File: src/hdl/dh_link_transform_assert.svh
// ----------------------------------------------------------------------------
// dh_link_transform_assert
// Assertion macros used by dh_link_transform. They compile to
// nothing when SYNTHESIS is defined.
// ----------------------------------------------------------------------------
`ifndef DH_LINK_TRANSFORM_ASSERT_SVH
`define DH_LINK_TRANSFORM_ASSERT_SVH

`ifndef SYNTHESIS
// checked only while out of reset
`define DLT_ASSERT(lbl, clk, rst_n, prop) \
    lbl: assert property (@(posedge clk) disable iff (!rst_n) (prop)) \
        else $error("dh_link_transform: assertion failed");
// checked on every edge, reset included
`define DLT_ASSERT_ALWAYS(lbl, clk, prop) \
    lbl: assert property (@(posedge clk) (prop)) \
        else $error("dh_link_transform: assertion failed");
`else
`define DLT_ASSERT(lbl, clk, rst_n, prop)
`define DLT_ASSERT_ALWAYS(lbl, clk, prop)
`endif

`endif

File: src/hdl/dhlt_pkg.sv
`timescale 1ns / 1ps
// ----------------------------------------------------------------------------
// dhlt_pkg
// Types and fixed constants of the DH link transform: field widths, item
// structs and the sine polynomial coefficients.
// ----------------------------------------------------------------------------
package dhlt_pkg;

    localparam int ANGLE_BITS  = 16;
    localparam int LENGTH_BITS = 20;
    localparam int TRIG_BITS   = 16;

    // sine polynomial, Q16
    localparam int SIN_A   = 102944;
    localparam int SIN_B   = 42048;
    localparam int SIN_C   = 4640;
    localparam int ONE_Q14 = 16384;

    // product rounding at bit 14
    localparam int Q14_FRAC = 14;
    localparam int HALF_Q14 = 8192;

    // pipeline depths
    localparam int SIN_LATENCY = 6;
    localparam int MAT_LATENCY = 2;

    typedef logic        [ANGLE_BITS-1:0]  t_angle;
    typedef logic signed [LENGTH_BITS-1:0] t_length;
    typedef logic signed [TRIG_BITS-1:0]   t_trig;

    localparam t_angle QUARTER_TURN = t_angle'(1) << (ANGLE_BITS - 2);

    typedef struct packed {
        t_length link_offset;
        t_length link_length;
        t_angle  theta_offset;
        t_angle  twist_angle;
        t_angle  joint_angle;
    } t_in_item;

    typedef struct packed {
        t_trig   r00;
        t_trig   r10;
        t_trig   r01;
        t_trig   r11;
        t_trig   r21;
        t_trig   r02;
        t_trig   r12;
        t_trig   r22;
        t_length tx;
        t_length ty;
        t_length tz;
    } t_out_item;

endpackage

File: src/hdl/dhlt_mat_stage.sv
`timescale 1ns / 1ps
// ----------------------------------------------------------------------------
// dhlt_mat_stage
// Builds the rotation and translation entries from the four sines and
// cosines: one stage of products, one stage of rounding and saturation.
// ----------------------------------------------------------------------------
module dhlt_mat_stage (
    input  logic                i_clk,
    input  logic                i_en,
    input  dhlt_pkg::t_trig     i_st,
    input  dhlt_pkg::t_trig     i_ct,
    input  dhlt_pkg::t_trig     i_sa,
    input  dhlt_pkg::t_trig     i_ca,
    input  dhlt_pkg::t_length   i_len,
    input  dhlt_pkg::t_length   i_off,
    output dhlt_pkg::t_out_item o_item
);
    import dhlt_pkg::*;

    localparam int PROD_BITS  = 2 * TRIG_BITS;
    localparam int LPROD_BITS = LENGTH_BITS + TRIG_BITS;
    localparam int LRND_BITS  = LPROD_BITS - Q14_FRAC;

    typedef logic signed [PROD_BITS-1:0]  t_prod;
    typedef logic signed [LPROD_BITS-1:0] t_lprod;
    typedef logic signed [LRND_BITS-1:0]  t_lrnd;

    localparam t_lrnd LEN_HI = {(LRND_BITS - LENGTH_BITS + 1)'(0), {(LENGTH_BITS-1){1'b1}}};
    localparam t_lrnd LEN_LO = ~LEN_HI;

    function automatic t_trig rnd_trig(input t_prod p);
        t_prod v;
        v = p + t_prod'(HALF_Q14);
        return t_trig'(v >>> Q14_FRAC);
    endfunction

    function automatic t_length rnd_len(input t_lprod p);
        t_lprod v;
        t_lrnd  s;
        v = p + t_lprod'(HALF_Q14);
        s = t_lrnd'(v >>> Q14_FRAC);
        if (s > LEN_HI) begin
            s = LEN_HI;
        end else if (s < LEN_LO) begin
            s = LEN_LO;
        end
        return t_length'(s);
    endfunction

    t_prod     r_p01, r_p11, r_p02, r_p12;
    t_lprod    r_ptx, r_pty;
    t_trig     r_st, r_ct, r_sa, r_ca;
    t_length   r_off;
    t_out_item r_item;
    t_out_item n_item;

    always_comb begin
        n_item.r00 = r_ct;
        n_item.r10 = r_st;
        // minus signs go in before rounding
        n_item.r01 = rnd_trig(-r_p01);
        n_item.r11 = rnd_trig(r_p11);
        n_item.r21 = r_sa;
        n_item.r02 = rnd_trig(r_p02);
        n_item.r12 = rnd_trig(-r_p12);
        n_item.r22 = r_ca;
        n_item.tx  = rnd_len(r_ptx);
        n_item.ty  = rnd_len(r_pty);
        n_item.tz  = r_off;
    end

    always_ff @(posedge i_clk) begin
        if (i_en) begin
            r_p01  <= t_prod'(i_st) * t_prod'(i_ca);
            r_p11  <= t_prod'(i_ct) * t_prod'(i_ca);
            r_p02  <= t_prod'(i_st) * t_prod'(i_sa);
            r_p12  <= t_prod'(i_ct) * t_prod'(i_sa);
            r_ptx  <= t_lprod'(i_len) * t_lprod'(i_ct);
            r_pty  <= t_lprod'(i_len) * t_lprod'(i_st);
            r_st   <= i_st;
            r_ct   <= i_ct;
            r_sa   <= i_sa;
            r_ca   <= i_ca;
            r_off  <= i_off;
            r_item <= n_item;
        end
    end

    assign o_item = r_item;

endmodule

File: config.mk
export PLATFORM = sky130hd
export DESIGN_NAME = dhlt_mat_stage
export DESIGN_NICKNAME = d
export VERILOG_FILES = /design/src/hdl/dh_link_transform_assert.svh /design/src/hdl/dhlt_pkg.sv /design/src/hdl/dhlt_mat_stage.sv
export SDC_FILE = /design/constraint.sdc
export NUM_CORES = 2
export LEC_CHECK = 0
export BUFFER_PORTS_ARGS = -buffer_cell sky130_fd_sc_hd__buf_4
export CELL_PAD_IN_SITES_DETAIL_PLACEMENT = 0
export CELL_PAD_IN_SITES_GLOBAL_PLACEMENT = 2
export CORE_AREA = 2 2 439 441
export CTS_BUF_LIST = sky130_fd_sc_hd__clkbuf_8
export DETAILED_ROUTE_END_ITERATION = 10
export DIE_AREA = 0 0 441 443
export PLACE_DENSITY = 0.87
export SYNTH_ARGS = -nofsm -noshare
export SYNTH_HDL_FRONTEND = slang
export SYNTH_SLANG_ARGS = --single-unit
File: constraint.sdc
create_clock -name i_clk -period 9.05 [get_ports i_clk]
set_input_delay 2.715 -clock i_clk [delete_from_list [all_inputs] [get_ports i_clk]]
set_output_delay 2.715 -clock i_clk [all_outputs]
set_load 0.02 [all_outputs]
==> flow_metrics.py <==
metrics = {
    "status": {
        "status": "completed",
    },
    "timing": {
        "slew_violations": 0,
        "slew_headroom": 0.290,
        "hold_violations": 0,
        "fmaxAchievable_mhz": 119,
        "period_share": 0.931,
        "final-setup-viol-count": 0,
        "rsz0062_at_grt": "no",
        "worstMarginPinSlew_ns": 1.06,
        "min_period_ns": 8.43,
        "finalClockSkew_ns": 0.0477,
    },
    "clock_tree": {
        "clk-insertion-delay-late_ns": 0.85,
        "cts-root-buf": "clkbuf_8",
        "h-tree-depth": 3,
        "clkTransAtPathRegs_ns": 0.07,
        "hold_buffers": 0,
        "cts_resized": 0,
        "cts_buffer_depth": 3,
        "cts_buffers": 81,
        "cts_tree": "built",
        "cts.sinks": 412,
        "post_cts_buffers": 0,
    },
    "logic_synthesis": {
        "syn_inst": 7371,
        "synth_top_area_share": 0.439,
        "yosysTopAreaCell": "fa_1",
        "yosysWarnings": 0,
        "ys_seq_area_frac": 0.167,
        "synth_area_per_cell_um2": 10.0,
        "synth_edf_count": 412,
        "synth_common_cells": "inv_1, fa_1, nand2_1",
        "synthesis.nets": 9589,
        "yosysMostFrequentCell": "inv_1",
        "ys_ff_latch": 412,
        "synth_area_leaders": "fa_1, edfxtp_1, inv_1, ha_1, and2_1",
        "synthDistinctLibCells": 62,
        "synth_ff_type": "edfxtp_1",
        "synthArstFlopShare": 0,
        "mappedNetlistArea_um2": 74100,
    },
    "floorplan": {
        "die-area_um2": 195000,
        "die_w_um": 441,
        "die_h_um": 443,
        "design.core.area_um2": 191000,
        "fp-row-count": 161,
        "io_pins": 294,
        "start_util": 0.387,
    },
    "min_path": {
        "hold_path_startpoint": "r_sa[13]",
        "hold_depth": 0,
        "hold_path.class": "reg2reg",
        "min_to": "o_item[121]",
    },
    "route": {
        "drc": 0,
        "wirelength_um": 187000,
        "via_count": 49500,
        "firstDrtPassIters": 5,
        "drt-initial-drc-count": 2553,
        "ant_nets": 0,
        "vias_per_cell": 4.77,
        "avgRoutedWirePerCell_um": 18.0,
    },
    "finish": {
        "area_growth_pct": 11.9,
        "fin_nets": 10000,
        "finalNonFillerCells": 10400,
        "post-route-util": 0.433,
        "drive_gt1_frac": 0.102,
    },
    "setup_path": {
        "worstPathMaxFanout": 12,
        "cp.required_ns": 9.61,
        "r2r-start": "r_p01[5]",
        "reg2reg_slack_ns": 5.37,
        "worstSetupEndpointType": "register",
        "reg2reg_to": "o_item[155]",
        "worst_ep_arrival_time_ns": 8.98,
        "r2r_cells": 10,
        "cp-start-kind": "input port",
        "path_class": "in2reg",
    },
    "placed_design": {
        "gp_congestion": 0.873,
        "placedCellCount": 10200,
        "dpl.hpwl_um": 154000,
        "port_buffers": 293,
    },
    "global_routing": {
        "grt_start_max_net_pins": 137,
        "grt_pass1_vias": 55400,
        "antenna_found_initial": 14,
        "gr-total-overflow": 0,
        "grt_pass1_wl_um": 307000,
        "track_usage": 0.202,
    },
    "run": {
        "cap_violations": 0,
    },
}
worst max path at each step:
| stage | startpoint | to | slack (ns) | cells past startpoint |
|---|---|---|---|---|
| 3_3_place_gp | i_ct[10] | r_ptx[32] | -0.16 | 22 |
| 3_5_place_dp | i_ct[6] | r_ptx[35] | -0.24 | 24 |
| 2_1_floorplan | i_ct[7] | r_ptx[32] | 0.007 | 24 |
| 6_report | i_ct[6] | r_ptx[32] | 0.62 | 24 |
| 4_1_cts | i_ct[6] | r_ptx[32] | 0.70 | 24 |
| 5_1_grt | i_ct[6] | r_p11[29] | 0.28 | 26 |
sequential cells by signal, summed over array words and instances, names as in the netlist, 17 cells and up:
register  cells
r_p02        17
r_pty        23
r_p01        30
r_off        20
o_item      188
r_p11        17
r_ptx        23
r_p12        30
stage by stage:
step / worst slack, ns / hold WS (ns) / TNS, ns / cell area (um2)
2_1_floorplan: 0.00707 / 0.400 / 0 / 74100
3_3_place_gp: -0.158 / 0.401 / -0.665 / 81300
3_5_place_dp: -0.235 / 0.405 / -1.75 / 81300
4_1_cts: 0.703 / 0.362 / 0 / 82800
5_1_grt: 0.279 / 0.381 / 0 / 82900
6_report: 0.623 / 0.372 / 0 / 82900
layout by cell type, fill, tap and decap left out, types with 7 or more instances in the layout:
master / count
inv_1: 1840
fa_1: 1624
nand2_1: 840
and2_1: 778
buf_4: 645
ha_1: 488
edfxtp_1: 412
xnor2_1: 210
nor2_1: 175
a21oi_1: 92
o21ai_0: 87
clkbuf_8: 82
xor2_1: 74
nand3_1: 50
nor3_1: 47
nand2b_1: 46
a21o_1: 37
o21a_1: 33
nand4_1: 29
buf_12: 24
and3_1: 21
clkinv_1: 19
nor2b_1: 18
a211oi_1: 15
clkinv_2: 14
a31oi_1: 11
or3_1: 10
o21bai_1: 10
clkinvlp_4: 8
o211ai_1: 7
cells by family (layout without fill, tap and decap cells):
| family | count (synthesis) | after routing | share of synthesized area |
|---|---|---|---|
| fa+ha+maj | 2112 | 2112 | 0.521 |
| buf+inv | 2170 | 2641 | 0.110 |
| compound gates | 351 | 351 | 0.0306 |
| simple gates | 2040 | 2040 | 0.137 |
| flops | 412 | 412 | 0.167 |
| other cells | 0 | 6 | 0 |
| mux | 2 | 2 | 0.000270 |
| xor+xnor | 284 | 284 | 0.0336 |
per-layer routing:
layer	GRT usage	routed length [um]	vias up
met2	0.344	93000	999
met3	0.0286	8890	220
li1	-	-	22500
met4	0.0495	4390	8
met5	0	48	-
met1	0.269	80600	25700
critical path, cell delays in order:
cell and delay [ns]:
buf_4 0.19, buf_4 0.19, and2_1 0.17, fa_1 0.48
inv_1 0.05, fa_1 0.46, fa_1 0.51, inv_1 0.04
ha_1 0.28, fa_1 0.49, inv_1 0.06, fa_1 0.48
inv_1 0.04, ha_1 0.28, o2111ai_1 0.11, nor2_1 0.06
a211o_1 0.37, o31a_1 0.31, o41a_1 0.43, a21o_1 0.23
or4_1 0.45, a31oi_1 0.28, o21ai_1 0.13, xor2_1 0.15
cell type report:
cell class,instances,area [um2]
fill,18300,108000
sequential,412,12400
multi-input combinational,4789,53500
clock buffer,82,1130
antenna,6,15.0
timing repair buffer,670,5340
clock inverter,60,440
inverter,1829,6870
tap,2526,3160
Power is not shown: default switching activity piles up to over one toggle a cycle in this logic, so the estimate is an artifact.
