<file path="src/hdl/dh_link_transform_assert.svh">
// ----------------------------------------------------------------------------
// dh_link_transform_assert
// Assertion macros used by dh_link_transform. They compile to
// nothing when SYNTHESIS is defined.
// ----------------------------------------------------------------------------
`ifndef DH_LINK_TRANSFORM_ASSERT_SVH
`define DH_LINK_TRANSFORM_ASSERT_SVH

`ifndef SYNTHESIS
// checked only while out of reset
`define DLT_ASSERT(lbl, clk, rst_n, prop) \
    lbl: assert property (@(posedge clk) disable iff (!rst_n) (prop)) \
        else $error("dh_link_transform: assertion failed");
// checked on every edge, reset included
`define DLT_ASSERT_ALWAYS(lbl, clk, prop) \
    lbl: assert property (@(posedge clk) (prop)) \
        else $error("dh_link_transform: assertion failed");
`else
`define DLT_ASSERT(lbl, clk, rst_n, prop)
`define DLT_ASSERT_ALWAYS(lbl, clk, prop)
`endif

`endif

</file>
<file path="src/hdl/dhlt_pkg.sv">
`timescale 1ns / 1ps
// ----------------------------------------------------------------------------
// dhlt_pkg
// Types and fixed constants of the DH link transform: field widths, item
// structs and the sine polynomial coefficients.
// ----------------------------------------------------------------------------
package dhlt_pkg;

    localparam int ANGLE_BITS  = 16;
    localparam int LENGTH_BITS = 20;
    localparam int TRIG_BITS   = 16;

    // sine polynomial, Q16
    localparam int SIN_A   = 102944;
    localparam int SIN_B   = 42048;
    localparam int SIN_C   = 4640;
    localparam int ONE_Q14 = 16384;

    // product rounding at bit 14
    localparam int Q14_FRAC = 14;
    localparam int HALF_Q14 = 8192;

    // pipeline depths
    localparam int SIN_LATENCY = 6;
    localparam int MAT_LATENCY = 2;

    typedef logic        [ANGLE_BITS-1:0]  t_angle;
    typedef logic signed [LENGTH_BITS-1:0] t_length;
    typedef logic signed [TRIG_BITS-1:0]   t_trig;

    localparam t_angle QUARTER_TURN = t_angle'(1) << (ANGLE_BITS - 2);

    typedef struct packed {
        t_length link_offset;
        t_length link_length;
        t_angle  theta_offset;
        t_angle  twist_angle;
        t_angle  joint_angle;
    } t_in_item;

    typedef struct packed {
        t_trig   r00;
        t_trig   r10;
        t_trig   r01;
        t_trig   r11;
        t_trig   r21;
        t_trig   r02;
        t_trig   r12;
        t_trig   r22;
        t_length tx;
        t_length ty;
        t_length tz;
    } t_out_item;

endpackage

</file>
<file path="src/hdl/dhlt_sin_lane.sv">
`timescale 1ns / 1ps
// ----------------------------------------------------------------------------
// dhlt_sin_lane
// Six-stage sine of a binary angle: quadrant fold, then the odd polynomial
// u*(A - u2*(B - C*u2)) with one multiplier per stage, round and clamp.
// ----------------------------------------------------------------------------
module dhlt_sin_lane (
    input  logic            i_clk,
    input  logic            i_en,
    input  dhlt_pkg::t_angle i_angle,
    output dhlt_pkg::t_trig  o_sin
);
    import dhlt_pkg::*;

    localparam int FRAC_BITS = ANGLE_BITS - 2;
    localparam int Z_BITS    = 16;
    localparam int U_BITS    = Z_BITS + 1;
    localparam logic [U_BITS-1:0] U_ONE = U_BITS'(1) << Z_BITS;
    localparam logic [2*U_BITS:0] ROUND_Q18 = (2*U_BITS+1)'(1) << 17;

    logic [FRAC_BITS-1:0] frac;
    logic [Z_BITS-1:0]    z;
    logic [1:0]           n_q1;
    logic [U_BITS-1:0]    n_u1;

    // stage registers
    logic [1:0]          r_q1, r_q2, r_q3, r_q4, r_q5;
    logic [U_BITS-1:0]   r_u1, r_u2, r_u3, r_u4;
    logic [U_BITS-1:0]   r_sq2, r_sq3;
    logic [15:0]         r_t3;
    logic [U_BITS-1:0]   r_t4;
    logic [2*U_BITS-1:0] r_p5;
    t_trig               r_s6;

    logic [2*U_BITS-1:0] sq_prod;
    logic [29:0]         c_prod;
    logic [32:0]         b_prod;
    logic [2*U_BITS:0]   rnd_sum;
    logic [U_BITS-1:0]   mag;
    logic [U_BITS-1:0]   clamped;
    t_trig               n_s6;

    assign frac = i_angle[FRAC_BITS-1:0];

    // scale the in-quadrant position to a Q16 fraction of a quarter turn
    generate
        if (ANGLE_BITS <= 18) begin : g_scale_up
            assign z = Z_BITS'(frac) << (18 - ANGLE_BITS);
        end else begin : g_scale_down
            assign z = frac[FRAC_BITS-1 -: Z_BITS];
        end
    endgenerate

    assign n_q1 = i_angle[ANGLE_BITS-1 -: 2];
    // mirror inside odd quadrants
    assign n_u1 = n_q1[0] ? (U_ONE - {1'b0, z}) : {1'b0, z};

    assign sq_prod = (2*U_BITS)'(r_u1) * (2*U_BITS)'(r_u1);
    assign c_prod  = 30'(SIN_C) * 30'(r_sq2);
    assign b_prod  = 33'(r_t3) * 33'(r_sq3);

    assign rnd_sum = (2*U_BITS+1)'(r_p5) + ROUND_Q18;
    assign mag     = rnd_sum[2*U_BITS -: U_BITS];
    assign clamped = (mag > U_BITS'(ONE_Q14)) ? U_BITS'(ONE_Q14) : mag;
    assign n_s6    = r_q5[1] ? -t_trig'(clamped) : t_trig'(clamped);

    always_ff @(posedge i_clk) begin
        if (i_en) begin
            r_q1  <= n_q1;
            r_u1  <= n_u1;

            r_q2  <= r_q1;
            r_u2  <= r_u1;
            r_sq2 <= sq_prod[32:16];

            r_q3  <= r_q2;
            r_u3  <= r_u2;
            r_sq3 <= r_sq2;
            r_t3  <= 16'(SIN_B) - {2'b00, c_prod[29:16]};

            r_q4  <= r_q3;
            r_u4  <= r_u3;
            r_t4  <= U_BITS'(SIN_A) - b_prod[32:16];

            r_q5  <= r_q4;
            r_p5  <= (2*U_BITS)'(r_t4) * (2*U_BITS)'(r_u4);

            r_s6  <= n_s6;
        end
    end

    assign o_sin = r_s6;

endmodule

</file>
<file path="config.mk">
export PLATFORM = sky130hd
export DESIGN_NAME = dhlt_sin_lane
export DESIGN_NICKNAME = d
export VERILOG_FILES = /design/src/hdl/dh_link_transform_assert.svh /design/src/hdl/dhlt_pkg.sv /design/src/hdl/dhlt_sin_lane.sv
export SDC_FILE = /design/constraint.sdc
export NUM_CORES = 2
export LEC_CHECK = 0
export BUFFER_PORTS_ARGS = -buffer_cell sky130_fd_sc_hd__buf_4
export CAP_MARGIN = 20
export CORE_MARGIN = 2
export CORE_UTILIZATION = 34
export DETAILED_ROUTE_END_ITERATION = 8
export PLACE_DENSITY = 0.54
export SYNTH_ARGS = -nofsm -noshare
export SYNTH_HDL_FRONTEND = slang
export SYNTH_SLANG_ARGS = --single-unit
</file>
<file path="constraint.sdc">
create_clock -name i_clk -period 8.12 [get_ports i_clk]
set_input_delay 1.624 -clock i_clk [delete_from_list [all_inputs] [get_ports i_clk]]
set_output_delay 1.624 -clock i_clk [all_outputs]
set_load 0.02 [all_outputs]
</file>
==> results by stage <==
Run status:
- The run finished with clean final reports.

Timing:
- In the finished design, the share of the clock period the worst path needs comes to 89.5%.
- Setup repair after global routing left no endpoint under its margin.
- The least setup slack across all paths after layout is 850 ps.
- The measured slew at the worst slew-check pin is 980 ps.
- After layout, the minimum clock period comes to 7270 ps.
- The final clock skew is 16.8 ps.
- In the final timing run, aggregate negative setup slack is 0 ps.
- The number of endpoints with negative hold slack in the final report is 0.
- The count of final setup violators is 0.
- The top achievable clock speed is 138 MHz.
- The worst max-slew margin expressed relative to the limit is 34.7%.
- Across all hold checks on the routed design, the worst slack comes to 419 ps.
- The number of max-slew violations in the final report is 0.

Placed design:
- The number of port buffers is 33.
- The minimum setup slack after placement is 869 ps.
- The final weighted congestion in routability-driven placement is 0.834.
- The cell area after placement is 0.0325 mm2.
- The HPWL reported at the end of detailed placement is 55100 um.

Global route:
- The combined global-route utilization of all metal layers is 15.1%.
- The wire length of the first global-routing pass is 113000 um.
- Entering global routing, the biggest net connects 88 pins.
- The initial antenna violation count is 1.
- The number of global-route vias before repair was 21386.
- The total congestion overflow is 0.

CTS:
- Clock-pin slew was measured on the worst setup and hold paths at 70 ps.
- The later pin in the worst-skew pair is clocked with a latency of 480 ps.
- The number of gates resized after CTS was 0.
- Counting every sink on the clock net gives 165.
- The clock passes through at most 2 buffers.
- The clock tree from TritonCTS is yes.
- The H-tree was split into 4 levels.
- CTS placed an instance of sky130_fd_sc_hd__clkbuf_16 at the clock tree root.
- After clock tree synthesis, the flow added hold-fix buffers numbering 0.
- The number of post-CTS setup repair buffers is 0.
- In this run, CTS created clock tree buffers numbering 17.

Setup path:
- Walking the worst path, the cells encountered are nand2_1 -> fa_1 -> inv_1 -> fa_1 -> inv_1 -> fa_1 -> inv_1 -> fa_1 -> fa_1 -> inv_1 -> fa_1 -> inv_1 -> ha_1 -> a21oi_1 -> nor2_1 -> a211oi_1 -> o21ai_1 -> a21oi_1 -> xnor2_1 -> or4_1 -> o21ba_2 -> o21ai_1 -> a21oi_1 -> xor2_1.
- Setup slack on the worst reg-to-reg path comes out at 850 ps.
- The critical path class is register to register.
- The biggest cell delay along the critical path is 820 ps.
- At the worst endpoint, the arrival time is 7470 ps.
- Along the worst path, the maximum fanout reaches 16.
- The worst setup path is captured at a register.
- Tracing the worst setup path back leads to its startpoint at r_sq3[7].
- Measured in cells, the most critical reg-to-reg path has a length of 24.
- The data required time at the worst endpoint is 8320 ps.
- In this design, the critical path's most frequently occurring cell is sky130_fd_sc_hd__fa_1.
- The type of element launching the critical path is a register.
- The critical-path cell with the highest stage delay is sky130_fd_sc_hd__edfxtp_1.
- The capture point of the worst reg-to-reg path is r_t4[13].
- The worst reg2reg path startpoint is r_sq3[7].

Yosys:
- The post-synthesis sequential area ratio is 16.0%.
- The number of enable-type register cells in the synthesized netlist is 165.
- Counting distinct cell types in the post-synthesis netlist gives 82.
- Sorting the synthesized cells by area gives the leading types as sky130_fd_sc_hd__fa_1, sky130_fd_sc_hd__edfxtp_1, sky130_fd_sc_hd__ha_1.
- Yosys printed 0 warnings.
- The biggest area contributor in the post-synthesis netlist is sky130_fd_sc_hd__fa_1.
- The cell area that synthesis handed to floorplanning was 0.0310 mm2.
- The flip-flop cell with the highest count after synthesis is sky130_fd_sc_hd__edfxtp_1.
- The proportion of netlist area held by the largest area contributor is 35.4%.
- Of all flip-flops after synthesis, the portion carrying an async set or reset was 0%.
- Counting every net in the synthesized netlist gives 4127.
- Synthesis handed over a netlist of 3196 instances.
- The number of storage elements in the synthesis netlist is 165.
- The mean area per synthesized cell is 9.69 um2.

Worst hold path:
- The beginning of the worst hold path is r_u3[12].
- The worst hold path terminates at r_u4[12].
- Along the worst hold path, the cell count comes to 0.
- The worst hold path belongs to the class register to register.

Final layout:
- At the end of the flow, the number of nets in the layout was 4096.
- The most common library cell in the layout ignoring fill and taps is sky130_fd_sc_hd__inv_1.
- In the layout the commonest cells are sky130_fd_sc_hd__inv_1, sky130_fd_sc_hd__fa_1, sky130_fd_sc_hd__nand2_1.
- From synthesis to final layout, the design area changed by 6.92%.
- After routing the design area is 0.0331 mm2.
- In the final layout, the share of cells above drive strength 1 is 4.09%.

Detailed routing:
- The post-detailed-route wirelength per cell is 15.5 um.
- For this run, design rule violations remaining after detail routing come to 0.
- The total iterations of the first detailed-routing run is 5.
- For this block, the routed nets add up to 67400 um of wire.
- After the first detailed-routing iteration, the DRC count stood at 864.
- Summing over every cut layer, the via total after detailed routing is 20565.
- Once detail routing completed, the nets flagged for antenna violations numbered 0.
- After detailed routing, the number of vias per cell comes to 4.72.

Floorplan:
- The row count is 110.
- For this configuration, the core starts out at a cell density of 34.3%.
- The die covers 0.0935 mm2.
- The core area is 0.0901 mm2.
- The die is 306 um tall.
- The die is 306 um wide.
- The number of placed I/O pins is 34.

Run:
- The count of maximum capacitance violations is 0.
-- synth_stat cells, drive strengths merged, types with 4 or more instances --
cell / count
ha: 366
nand4: 14
a221oi: 4
and4: 5
o21bai: 13
a31o: 4
nor3: 30
nand3: 19
xor2: 48
o211ai: 8
or2: 10
a21o: 30
a22oi: 6
edfxtp: 165
nand2: 431
nor2b: 10
clkbuf: 107
o21ai: 52
o31ai: 5
a211oi: 9
buf: 5
and3: 7
or3: 21
a31oi: 15
inv: 703
nand2b: 10
xnor2: 73
a21oi: 60
mux2: 6
fa: 547
and2: 257
nor2: 88
o21a: 14
-- final cells by class --
cell class	count	area (um2)
Clock inverter	15	205
Antenna cell	1	2.50
Fill cell	9138	57000
Sequential cell	165	4950
Inverter	703	2640
Multi-Input combinational cell	2216	22900
Timing Repair Buffer	62	469
Tap cell	1176	1470
Clock buffer	17	425
-- routing by layer --
metal / GRT usage (%) / up-vias / part of all wire, %
met2: 24.6 / 246 / 46
met1: 21.6 / 10449 / 49
met5: 0 / - / 0
li1: - / 9828 / -
met3: 1.84 / 42 / 3.3
met4: 3.01 / 0 / 1.2
-- per-stage QoR --
stage / cells / utilization, %
CTS: 4354 / 36.7
finish: 4355 / 36.7
floorplan: 3196 / -
global route: 4354 / 36.7
global placement: 4322 / 36.0
detailed placement: 4322 / 36.0
-- worst max-delay path: cells and delay by family, from the launching register on --
kind                     cells  cell delay, ps
buffers and inverters        5             270
flip-flops                   1             820
AND/OR/NAND/NOR              3             830
XOR/XNOR                     2             320
adder cells (fa/ha/maj)      7            3390
AO/OA/AOI/OAI                7            1380
-- cells by family after synthesis --
group	count (synthesis)	synth area share (%)
and+or+nand+nor	912	14.2
buffers and inverters	815	9.92
muxes	9	0.315
DFF	165	16.0
adders and majority gates	913	50.2
xor gates and xnor gates	121	3.48
AOI/OAI and AO/OA	261	5.86
-- how the worst max path moves through the flow --
stage	end	slack, ps	depth (start not counted)
5_1_grt	r_t4[16]	450	28
3_3_place_gp	r_t4[16]	880	24
4_1_cts	r_t4[16]	850	21
2_1_floorplan	r_t4[16]	1340	24
6_report	r_t4[13]	850	24
3_5_place_dp	r_t4[16]	870	21
-- sequential cells by signal, indices dropped and copies added (netlist names), 15 cells and up --
register and cells:
r_u2 15, o_sin 16, r_sq2 17, r_t4 17, r_u3 15, r_u1 15
r_t3 16, r_p5 17, r_u4 15, r_sq3 17
Power is left out: the tool's default activity adds up to more than one toggle a clock period on the data nets, which glitch-free logic cannot reach.
